==> config.mk <==
export PLATFORM = sky130hd
export DESIGN_NAME = source_whitespace_packer
export DESIGN_NICKNAME = d
export VERILOG_FILES = /design/src/sv/swp_pkg.sv /design/src/sv/source_whitespace_packer.sv /design/src/sv/swp_fifo.sv /design/src/sv/swp_core.sv
export SDC_FILE = /design/constraint.sdc
export NUM_CORES = 1
export LEC_CHECK = 0
export CAP_MARGIN = 20
export CORE_MARGIN = 1.5
export CORE_UTILIZATION = 40
export DETAILED_ROUTE_END_ITERATION = 16
export DONT_BUFFER_PORTS = 1
export GPL_TIMING_DRIVEN = 0
export PLACE_DENSITY = 0.54
export SLEW_MARGIN = 15
export SYNTH_ARGS = -nofsm -noshare
export SYNTH_HDL_FRONTEND = slang
export SYNTH_SLANG_ARGS = --single-unit
==> constraint.sdc <==
create_clock -name i_clk -period 7.1 [get_ports i_clk]
set_input_delay 0.355 -clock i_clk [delete_from_list [all_inputs] [get_ports i_clk]]
set_output_delay 0.355 -clock i_clk [all_outputs]
set_load 0.005 [all_outputs]
==> src/sv/swp_pkg.sv <==
// ----------------------------------------------------------------------------
// swp_pkg: shared types and constants for the source whitespace packer
// Holds character codes, register map, phase encoding and the queue push item.
// ----------------------------------------------------------------------------
package swp_pkg;

    // Character codes
    localparam logic [7:0] CH_LF    = 8'h0A;
    localparam logic [7:0] CH_CR    = 8'h0D;
    localparam logic [7:0] CH_TAB   = 8'h09;
    localparam logic [7:0] CH_SPACE = 8'h20;
    localparam logic [7:0] CH_SEMI  = 8'h3B;

    // Line break code = CODE_BASE + indentation count
    localparam logic [7:0] CODE_BASE = 8'd10;
    localparam logic [7:0] HIGH_BIT  = 8'h80;
    localparam logic [6:0] COUNT_MAX = 7'd127;

    // Configuration reset values
    localparam logic [4:0] TAB_WIDTH_RST = 5'd8;
    localparam logic [6:0] RUN_LIMIT_RST = 7'd30;

    // Output queue depth default (at least two slots)
    localparam int FIFO_DEPTH_DEF = 4;

    // Register map, indexed by paddr[2]
    typedef enum logic {
        REG_TAB_WIDTH = 1'b0,
        REG_RUN_LIMIT = 1'b1
    } t_reg_idx;

    typedef enum logic [2:0] {
        PH_IDLE  = 3'd0,
        PH_SEMI  = 3'd1,
        PH_HOLD  = 3'd2,
        PH_PART  = 3'd3,
        PH_COUNT = 3'd4
    } t_phase;

    // Up to two result items produced by one input item, in order
    typedef struct packed {
        logic [1:0] num;
        logic [7:0] char0;
        logic       last0;
        logic [7:0] char1;
        logic       last1;
    } t_push;

    // Line break code byte for a given count and semicolon mark
    function automatic logic [7:0] swp_code(input logic [6:0] cnt, input logic semi);
        logic [7:0] sum;
        sum = CODE_BASE + {1'b0, cnt};
        return sum | (semi ? HIGH_BIT : 8'h00);
    endfunction

endpackage

==> src/sv/source_whitespace_packer.sv <==
// ----------------------------------------------------------------------------
// source_whitespace_packer: whitespace compressor for program text
// One byte in per cycle while the result queue has room; line breaks and indentation fold into code bytes.
// ----------------------------------------------------------------------------
// The block takes one text byte per cycle on the s_axis side and sustains that
// rate: each byte passes an input register, combinational packing logic and a
// small result queue, which registers the results it hands out. A byte yields
// zero, one or two result items; two come only when a
// pending byte or line break meets the final byte of a stream (tlast) and is
// flushed. s_axis_tready falls while a byte waits in the input register and
// fewer than two queue slots are free, so a stalled m_axis side holds the
// input back after the queue fills; with the output draining every cycle no
// stall arises. A CR or LF (with its opposite
// partner absorbed) becomes the code 10 + indentation, spaces adding one and
// tabs adding tab_width while the count is below run_limit; a ';' right before
// the break sets bit 7 of the code. A byte followed by a space is sent with
// bit 7 set and the space dropped. Registers: tab_width at 0x0 (5 bits,
// reset 8), run_limit at 0x4 (7 bits, reset 30); write them only while idle.
// ----------------------------------------------------------------------------
module source_whitespace_packer #(
    parameter int FIFO_DEPTH = swp_pkg::FIFO_DEPTH_DEF
) (
    input  logic        i_clk,
    input  logic        i_rst_n,
    // input byte stream
    input  logic        s_axis_tvalid,
    output logic        s_axis_tready,
    input  logic [7:0]  s_axis_tdata,   // [7:0] in_char
    input  logic        s_axis_tlast,   // is_last
    // result byte stream
    output logic        m_axis_tvalid,
    input  logic        m_axis_tready,
    output logic [7:0]  m_axis_tdata,   // [7:0] out_char
    output logic        m_axis_tlast,   // out_last
    // configuration
    input  logic        psel,
    input  logic        penable,
    input  logic        pwrite,
    input  logic [2:0]  paddr,
    input  logic [31:0] pwdata,
    output logic [31:0] prdata,
    output logic        pready
);

    logic [4:0]     r_tab_width;
    logic [6:0]     r_run_limit;
    logic           r_in_valid;
    logic [7:0]     r_in_char;
    logic           r_in_last;
    logic           step;
    logic           room;
    logic           cfg_wr;
    swp_pkg::t_push push;
    swp_pkg::t_reg_idx reg_idx;

    assign pready  = 1'b1;
    assign reg_idx = swp_pkg::t_reg_idx'(paddr[2]);
    assign cfg_wr  = psel && penable && pwrite && pready;

    // read back the addressed register
    always_comb begin
        unique case (reg_idx)
            swp_pkg::REG_TAB_WIDTH: prdata = {27'd0, r_tab_width};
            swp_pkg::REG_RUN_LIMIT: prdata = {25'd0, r_run_limit};
            default:                prdata = '0;
        endcase
    end

    always_ff @(posedge i_clk) begin
        if (!i_rst_n) begin
            r_tab_width <= swp_pkg::TAB_WIDTH_RST;
            r_run_limit <= swp_pkg::RUN_LIMIT_RST;
        end else if (cfg_wr) begin
            if (reg_idx == swp_pkg::REG_TAB_WIDTH) begin
                r_tab_width <= pwdata[4:0];
            end else begin
                r_run_limit <= pwdata[6:0];
            end
        end
    end

    // step the held byte only when the queue can take two results
    assign step          = r_in_valid && room;
    assign s_axis_tready = !r_in_valid || step;

    always_ff @(posedge i_clk) begin
        if (!i_rst_n) begin
            r_in_valid <= 1'b0;
        end else if (s_axis_tready) begin
            r_in_valid <= s_axis_tvalid;
        end
    end

    always_ff @(posedge i_clk) begin
        if (s_axis_tvalid && s_axis_tready) begin
            r_in_char <= s_axis_tdata;
            r_in_last <= s_axis_tlast;
        end
    end

    swp_core u_core (
        .i_clk       (i_clk),
        .i_rst_n     (i_rst_n),
        .i_step      (step),
        .i_char      (r_in_char),
        .i_last      (r_in_last),
        .i_tab_width (r_tab_width),
        .i_run_limit (r_run_limit),
        .o_push      (push)
    );

    swp_fifo #(
        .DEPTH (FIFO_DEPTH)
    ) u_fifo (
        .i_clk   (i_clk),
        .i_rst_n (i_rst_n),
        .i_push  (push),
        .o_room  (room),
        .o_valid (m_axis_tvalid),
        .i_ready (m_axis_tready),
        .o_char  (m_axis_tdata),
        .o_last  (m_axis_tlast)
    );

endmodule

==> src/sv/swp_fifo.sv <==
// ----------------------------------------------------------------------------
// swp_fifo: result item queue
// Takes up to two items per cycle, hands out one; room flags two free slots.
// ----------------------------------------------------------------------------
module swp_fifo #(
    parameter int DEPTH = swp_pkg::FIFO_DEPTH_DEF
) (
    input  logic          i_clk,
    input  logic          i_rst_n,
    input  swp_pkg::t_push i_push,
    output logic          o_room,
    output logic          o_valid,
    input  logic          i_ready,
    output logic [7:0]    o_char,
    output logic          o_last
);

    localparam int PW = (DEPTH > 2) ? $clog2(DEPTH) : 1;
    localparam int CW = $clog2(DEPTH + 1);
    localparam logic [PW-1:0] PTR_LAST = PW'(DEPTH - 1);

    logic [8:0]    r_mem [DEPTH];
    logic [PW-1:0] r_wr;
    logic [PW-1:0] r_rd;
    logic [CW-1:0] r_count;
    logic [PW-1:0] wr_nxt;
    logic [PW-1:0] wr_nxt2;
    logic [PW-1:0] rd_nxt;
    logic          pop;

    function automatic logic [PW-1:0] inc(input logic [PW-1:0] p);
        return (p == PTR_LAST) ? '0 : p + PW'(1);
    endfunction

    assign wr_nxt  = inc(r_wr);
    assign wr_nxt2 = inc(wr_nxt);
    assign rd_nxt  = inc(r_rd);
    assign pop     = o_valid && i_ready;
    assign o_valid = (r_count != '0);
    assign o_room  = (r_count <= CW'(DEPTH - 2));
    assign o_char  = r_mem[r_rd][8:1];
    assign o_last  = r_mem[r_rd][0];

    always_ff @(posedge i_clk) begin
        if (i_push.num != 2'd0) begin
            r_mem[r_wr] <= {i_push.char0, i_push.last0};
        end
        if (i_push.num == 2'd2) begin
            r_mem[wr_nxt] <= {i_push.char1, i_push.last1};
        end
    end

    always_ff @(posedge i_clk) begin
        if (!i_rst_n) begin
            r_wr    <= '0;
            r_rd    <= '0;
            r_count <= '0;
        end else begin
            case (i_push.num)
                2'd1:    r_wr <= wr_nxt;
                2'd2:    r_wr <= wr_nxt2;
                default: r_wr <= r_wr;
            endcase
            if (pop) begin
                r_rd <= rd_nxt;
            end
            r_count <= r_count + CW'(i_push.num) - CW'(pop);
        end
    end

endmodule

==> src/sv/swp_core.sv <==
// ----------------------------------------------------------------------------
// swp_core: packing state machine
// Steps one registered byte per cycle while i_step is high and emits up to two result items.
// ----------------------------------------------------------------------------
module swp_core (
    input  logic          i_clk,
    input  logic          i_rst_n,
    input  logic          i_step,
    input  logic [7:0]    i_char,
    input  logic          i_last,
    input  logic [4:0]    i_tab_width,
    input  logic [6:0]    i_run_limit,
    output swp_pkg::t_push o_push
);

    swp_pkg::t_phase r_phase, n_phase;
    logic [7:0]      r_held, n_held;
    logic            r_semi, n_semi;
    logic            r_nk, n_nk;
    logic [6:0]      r_cnt, n_cnt;

    swp_pkg::t_phase ph;
    logic [7:0]      held;
    logic            semi;
    logic            nk;
    logic [6:0]      cnt;
    logic            e0_v, f_v;
    logic [7:0]      e0_c, f_c;
    logic            is_brk, is_cr, is_sp, is_tab;
    logic [7:0]      cnt_sum;
    logic            do_fresh;

    assign is_cr  = (i_char == swp_pkg::CH_CR);
    assign is_brk = is_cr || (i_char == swp_pkg::CH_LF);
    assign is_sp  = (i_char == swp_pkg::CH_SPACE);
    assign is_tab = (i_char == swp_pkg::CH_TAB);
    assign cnt_sum = {1'b0, r_cnt} + (is_sp ? 8'd1 : {3'b000, i_tab_width});

    always_comb begin
        ph       = r_phase;
        held     = r_held;
        semi     = r_semi;
        nk       = r_nk;
        cnt      = r_cnt;
        e0_v     = 1'b0;
        e0_c     = 8'h00;
        do_fresh = 1'b0;
        unique case (r_phase)
            swp_pkg::PH_SEMI: begin
                if (is_brk) begin
                    ph   = swp_pkg::PH_PART;
                    semi = 1'b1;
                    nk   = is_cr;
                    cnt  = '0;
                end else begin
                    e0_v = 1'b1;
                    e0_c = swp_pkg::CH_SEMI;
                    ph   = swp_pkg::PH_HOLD;
                    held = i_char;
                    semi = 1'b0;
                end
            end
            swp_pkg::PH_HOLD: begin
                e0_v = 1'b1;
                if (is_sp) begin
                    e0_c = r_held | swp_pkg::HIGH_BIT;
                    ph   = swp_pkg::PH_IDLE;
                    held = '0;
                    semi = 1'b0;
                    nk   = 1'b0;
                    cnt  = '0;
                end else begin
                    e0_c     = r_held;
                    held     = '0;
                    do_fresh = 1'b1;
                end
            end
            swp_pkg::PH_PART, swp_pkg::PH_COUNT: begin
                if (r_phase == swp_pkg::PH_PART && is_brk && is_cr != r_nk) begin
                    // absorb the CR/LF partner
                    ph = swp_pkg::PH_COUNT;
                end else if (r_cnt < i_run_limit && (is_sp || is_tab)) begin
                    cnt = (cnt_sum > {1'b0, swp_pkg::COUNT_MAX}) ? swp_pkg::COUNT_MAX
                                                                 : cnt_sum[6:0];
                    ph  = swp_pkg::PH_COUNT;
                end else begin
                    e0_v     = 1'b1;
                    e0_c     = swp_pkg::swp_code(r_cnt, r_semi);
                    semi     = 1'b0;
                    cnt      = '0;
                    do_fresh = 1'b1;
                end
            end
            default: begin
                do_fresh = 1'b1;
            end
        endcase

        // start fresh from this byte
        if (do_fresh) begin
            if (i_char == swp_pkg::CH_SEMI) begin
                ph   = swp_pkg::PH_SEMI;
                semi = 1'b1;
            end else if (is_brk) begin
                ph   = swp_pkg::PH_PART;
                semi = 1'b0;
                nk   = is_cr;
                cnt  = '0;
            end else begin
                ph   = swp_pkg::PH_HOLD;
                held = i_char;
                semi = 1'b0;
            end
        end

        // flush on the final byte
        f_v = 1'b0;
        f_c = 8'h00;
        if (i_last) begin
            unique case (ph) inside
                swp_pkg::PH_SEMI: begin
                    f_v = 1'b1;
                    f_c = swp_pkg::CH_SEMI;
                end
                swp_pkg::PH_HOLD: begin
                    f_v = 1'b1;
                    f_c = held;
                end
                swp_pkg::PH_PART, swp_pkg::PH_COUNT: begin
                    f_v = 1'b1;
                    f_c = swp_pkg::swp_code(cnt, semi);
                end
                default: begin
                    f_v = 1'b0;
                end
            endcase
        end

        n_phase = ph;
        n_held  = held;
        n_semi  = semi;
        n_nk    = nk;
        n_cnt   = cnt;
        if (i_last) begin
            n_phase = swp_pkg::PH_IDLE;
            n_held  = '0;
            n_semi  = 1'b0;
            n_nk    = 1'b0;
            n_cnt   = '0;
        end

        o_push.num   = i_step ? (2'(e0_v) + 2'(f_v)) : 2'd0;
        o_push.char0 = e0_v ? e0_c : f_c;
        o_push.last0 = i_last && !(e0_v && f_v);
        o_push.char1 = f_c;
        o_push.last1 = i_last;
    end

    always_ff @(posedge i_clk) begin
        if (!i_rst_n) begin
            r_phase <= swp_pkg::PH_IDLE;
            r_held  <= '0;
            r_semi  <= 1'b0;
            r_nk    <= 1'b0;
            r_cnt   <= '0;
        end else if (i_step) begin
            r_phase <= n_phase;
            r_held  <= n_held;
            r_semi  <= n_semi;
            r_nk    <= n_nk;
            r_cnt   <= n_cnt;
        end
    end

endmodule

==> out/results.ini, run 1 <==
[finish]
fin_nets = 716
area_growth_pct = 11.6
fillers = 1319
finalNonFillerCells = 820
drive_gt1_share_pct = 13.0
insertedDiodeCount = 0

[cts]
h-tree-depth = 3
root_buffer = clkbuf_16
post_cts_resized = 0
clkTransAtPathRegs_ps = 60
cts_setup_buffers = 0
cts_buffers = 9
cts_tree = done
clockBufferDepth = 2
cts_sinks = 87
ctsHoldBuffers = 0
clk-insertion-delay-late_ps = 350

[run_status]
status = finished, final reports clean

[floorplan]
die_h_um = 122
dieArea_um2 = 14900
io_pins = 95
die_x_um = 122
start_util_pct = 40.9
core-area_um2 = 13800
row_count = 43

[grt]
grt_usage_pct = 21.3
overflow = 0
grt_pass1_vias = 4397
grt_pass1_wl_um = 23700
antenna_found_initial = 0
grt_max_degree = 14

[power]
vdd_drop_max_v = 0.0000926
p_per_area_nw_per_um2 = 224
p_leak_uw = 0.00251

[critical_path]
required_ps = 7180
crit_fanout = 9
crit_type = reg -> reg
critPathLaunchType = flop
critPathCaptureType = flop
arrival_ps = 4820

[synthesis]
ys_top_cells_by_count = 64 x nand2_1, 55 x nor2_1, 45 x edfxtp_1
syn_inst = 600
yosys_most_used_dff = edfxtp_1
yosysMostFrequentCell = nand2_1
ys_warn_count = 0
syn_avg_cell_area_um2 = 9.42
ys_top_cells_by_area = edfxtp_1 24%, dfxtp_1 15%, ha_1 6.2%, nand2_1 4.2%, nor2_1 3.7%
synth_area_um2 = 5650
async_reset_ff_share_pct = 0
yosysTopAreaCell = edfxtp_1
synth_top_area_share_pct = 23.9
synth_edf_count = 45
seq_area_frac_synth_pct = 38.8
yosys_register_bits = 87
yosysUniqueCellTypes = 80

[timing]
rsz0062_at_grt = no
max_slew_margin_pct = 34.5
finClkSkew_ps = 8.63
setup_violations = 0
whs_ps = 96.3
fmax_mhz = 211
worstMarginPinSlew_ps = 981
finalSetupTns_ps = 0
drv_slew = 0
finalCritPeriodShare_pct = 66.7
hold_viol = 0
period_minus_slack_ps = 4740

[detailed_routing]
first_pass_iters = 5
drc = 0
drt-initial-drc-count = 399
wl_um = 15300
num_vias = 4584
post_drt_wl_per_cell_um = 18.7
via_per_inst = 5.59
ant_nets = 0

[placed_design]
place_congestion = 0.986
io_buffers = 0
dpl.hpwl_um = 11600
dp.cells = 804

[hold_path]
holdCritPathClass = in -> reg

[run]
maxCapViolations = 0

-- worst max-delay path: stages, from the launching register on --
cell      delay (ps)
edfxtp_1         550
nor3_4           530
nand3_2          350
and2_1           280
ha_1             340
o21ai_0          120
o21a_1           200
nor2_1           250
or2_2            170
a31oi_1          130
a211oi_1         420
ha_1             260
inv_1             60
a21boi_1         150
xnor2_1           90
a31oi_1          400
o21ai_1          150
-- power by group --
| part | leakage, uW | total (uW) | switching, uW | internal, uW |
|---|---|---|---|---|
| Combinational | 0.00158 | 275 | 161 | 113 |
| Clock | 0.000168 | 542 | 200 | 343 |
| Sequential | 0.000759 | 593 | 23.8 | 569 |
| Total | 0.00251 | 1410 | 385 | 1030 |
-- cell type report --
type / instances / area, um2 / area share [%]
plain buffers: 52 / 298 / 4.72
clock buffers: 14 / 278 / 4.40
clock inverters: 2 / 60.1 / 0.952
inverters: 28 / 105 / 1.67
multi-input cells: 457 / 3150 / 49.9
flip-flops and latches: 87 / 2190 / 34.8
well taps: 180 / 225 / 3.57
-- cell families (layout without fill, tap and decap cells) --
| family | count (synthesis) | in the layout | share of synthesized area (%) |
|---|---|---|---|
| and+or+nand+nor | 187 | 187 | 16.3 |
| AOI/OAI and AO/OA | 177 | 177 | 22.4 |
| DFF | 87 | 87 | 38.8 |
| buffers and inverters | 80 | 96 | 7.13 |
| adders and majority gates | 30 | 30 | 6.91 |
| muxes | 23 | 23 | 6.18 |
| xor gates and xnor gates | 14 | 14 | 2.17 |
| other | 2 | 26 | 0.133 |
-- state kept, by name (all words and copies together), names as in the netlist, 3 cells and up, named ones only --
register        count
u_core.r_cnt        7
r_in_char           8
u_core.r_held       8
r_run_limit         7
u_fifo.r_mem       36
u_core.r_phase      3
r_tab_width         5
u_fifo.r_count      3
-- path summary, 6_finish.rpt --
path                                 startpoint                             to  slack [ps]  cells past startpoint
hold / removal                  s_axis_tdata[2]         r_in_char[2]$_DFFE_PP_         100                      0
setup reg to reg         r_in_char[4]$_DFFE_PP_   u_fifo.r_mem[2][6]$_DFFE_PP_        2360                     16
hold reg to reg   u_core.r_held[2]$_SDFFE_PN0P_  u_core.r_held[2]$_SDFFE_PN0P_         480                      2
setup / recovery         r_in_char[4]$_DFFE_PP_   u_fifo.r_mem[2][6]$_DFFE_PP_        2360                     16
-- per-stage QoR --
| stage | instance area [um2] | setup WS (ps) | total power [uW] | util (%) |
|---|---|---|---|---|
| after floorplan | 5740 | 3220 | 812 | - |
| after global placement | 5970 | 2470 | 870 | 43.2 |
| after detailed placement | 5970 | 2440 | 879 | 43.2 |
| after CTS | 6310 | 2390 | 1420 | 45.6 |
| after global routing | 6310 | 2030 | 1470 | 45.6 |
| final | 6310 | 2360 | 1410 | 45.6 |
-- routing by layer --
layer  wire length [um]  up-vias  global-route usage (%)
li1                   -     2225                       -
met1               6840     2182                    27.1
met2               7360      151                    35.8
met3                671       26                    2.72
met4                453        0                    10.1
met5                  0        -                       0
-- cells in the final DEF, fill, tap and decap left out, types with 9 or more instances in the layout --
master	netlist	layout
dfxtp_1	42	42
clkbuf_16	0	10
a22oi_1	10	10
o21ai_1	17	21
ha_1	28	28
conb_1	2	26
edfxtp_1	45	45
and2_1	15	15
clkbuf_1	21	22
nand2_1	64	64
mux4_2	9	9
a21oi_1	31	31
o22ai_1	14	14
o21ai_0	28	24
buf_4	27	27
nor2_1	55	55
inv_1	27	27
mux2i_1	9	9
Note: power is estimated with default switching activity, not from simulation.
==> run 2: changes to the inputs <==
Clock period 7.1 ns to 4.42 ns, I/O delays scaled along.
==> run 2 against run 1 <==
Against the previous run:
- first-iteration DRC count rose by 7.0%
- non-clock buffer count rose by 19
- sequential power grew 60%
- total power is 62% higher
- combinational power increased by 69%
- global-route usage rose by 0.24 points
- sequential share of layout area decreased by 1.4 points
==> out/results.ini, run 2 (same netlist as run 1, synthesis figures left out) <==
[critical_path]
critPathLaunchType = flop
critPathCaptureType = flop
path_cells = nor3_4, buf_4, nand3_4, and2_1, ha_1, a211oi_2, o21a_1, nor2_1, or2_2, a31oi_2, a211oi_2, ha_1, inv_1, a21boi_1, xnor2_1, a31oi_2, o21ai_1
critPathSlowestCell = edfxtp_1
required_ps = 4510
arrival_ps = 4220
crit_type = reg -> reg
rr_worst_depth = 17
slowest_delay_ps = 440
crit_fanout = 9

[power]
vdd_drop_max_v = 0.000149
p_per_area_nw_per_um2 = 348
p_leak_uw = 0.00263

[detailed_routing]
wl_um = 15500
m1WireLength_um = 6850
drc = 0
ant_nets = 0
routed.top_layer = met4
via_per_inst = 5.60
post_drt_wl_per_cell_um = 18.5
first_pass_iters = 5
wl_met2_um = 7460
num_vias = 4699
drt-initial-drc-count = 427
wl_met3_um = 717

[placed_design]
place_congestion = 0.986
dpl.hpwl_um = 11600
io_buffers = 0
preCtsSetupSlack_ps = -243

[cts]
root_buffer = clkbuf_16
cts_sinks = 87
clockBufferDepth = 2
clkTransAtPathRegs_ps = 60
cts_tree = done
cts_buffers = 9
h-tree-depth = 3
clk-insertion-delay-late_ps = 350

[floorplan]
dieArea_um2 = 14900
core-area_um2 = 13800
start_util_pct = 40.9
die_h_um = 122
die_x_um = 122
io_pins = 95
row_count = 43

[timing]
drv_slew = 0
worstMarginPinSlew_ps = 1050
max_slew_margin_pct = 30.1
fin_ws_ps = 285
setup_violations = 0
period_minus_slack_ps = 4130
hold_viol = 0
fmax_mhz = 242
finalCritPeriodShare_pct = 93.5
rsz0062_at_grt = no
finClkSkew_ps = 9.59

[finish]
insertedDiodeCount = 0
final_cell_mix = 64 x nand2_1, 54 x nor2_1, 45 x edfxtp_1
drive_gt1_share_pct = 16.2
fin_nets = 735
reg.largest.list = u_fifo.r_mem (36), r_in_char (8), u_core.r_held (8)
regMostFlops = u_fifo.r_mem
area_growth_pct = 16.2
layout_commonest_cell = nand2_1
fin_util_pct = 47.5
largest_reg_flops = 36

[grt]
grt_pass1_wl_um = 24000
overflow = 0
grt_pass1_vias = 4480
grt_max_degree = 14
antenna_found_initial = 0
grt_usage_pct = 21.5

[hold_path]
min_path_cells = 2
holdCritPathClass = in -> reg

[run]
maxCapViolations = 0

[run_status]
status = finished, final reports clean

==> run 2: cell types whose count changed in the layout (fill, tap and decap cells not counted), moves of 4 or more <==
cell           delta
buf_4             +7
o21ai_1           -4
o21ai_2           +4
dlygate4sd3_1    +13
==> run 2: critical path, delay by kind of cell, from the launching register on <==
| kind | cells | cell delay (ps) |
|---|---|---|
| and+or+nand+nor | 5 | 1140 |
| buffers and inverters | 2 | 260 |
| AOI/OAI and AO/OA | 7 | 1310 |
| adders and majority gates | 2 | 580 |
| DFF | 1 | 440 |
| xor gates and xnor gates | 1 | 150 |
==> run 2: power by group <==
part | total, uW | leakage (uW) | switching, uW | internal (uW)
registers | 951 | 0.000760 | 36.9 | 914
clock network | 874 | 0.000168 | 323 | 551
logic | 464 | 0.00170 | 267 | 197
total | 2290 | 0.00263 | 627 | 1660
==> run 2: path summary, 6_finish.rpt <==
check	slack [ps]	start	endpoint
max	290	r_in_char[4]$_DFFE_PP_	u_fifo.r_mem[2][6]$_DFFE_PP_
min	10	pwdata[4]	r_run_limit[4]$_SDFFE_PN1P_
max reg2reg	290	r_in_char[4]$_DFFE_PP_	u_fifo.r_mem[2][6]$_DFFE_PP_
min reg2reg	470	u_core.r_held[2]$_SDFFE_PN0P_	u_core.r_held[2]$_SDFFE_PN0P_
==> run 2: area by class of cell <==
cell class | count | area, um2
Timing Repair Buffer | 20 | 183
Inverter | 28 | 105
Sequential cell | 87 | 2190
Multi-Input combinational cell | 457 | 3230
Buffer | 51 | 294
Clock inverter | 2 | 60.1
Fill cell | 1312 | 7260
Tap cell | 180 | 225
Clock buffer | 14 | 278
==> run 2: stage by stage <==
step	power [uW]	setup TNS [ps]	std cells	hold WS (ps)	cell area [um2]
floorplan	1310	0	624	320	5740
global placement	1400	-8000	804	320	5970
detailed placement	1410	-7740	804	320	5970
CTS	2300	0	836	2.57	6490
global route	2390	0	839	7.52	6570
finish	2290	0	839	12.0	6570
==> run 2: per-layer routing <==
metal / vias up / GRT usage [%]
met1: 2242 / 27.5
met3: 32 / 2.62
met5: - / 0
li1: 2262 / -
met4: 0 / 10.2
met2: 163 / 36.3
==> run 2: what timing repair did <==
item | CTS | global route
buffers inserted | 3 | 4
endpoints found under the setup margin | 50 | 59
gates resized for setup | 6 | 14
hold buffers | 13 | 0
hold endpoints to repair | 13 | 0
pin swaps | 2 | 3
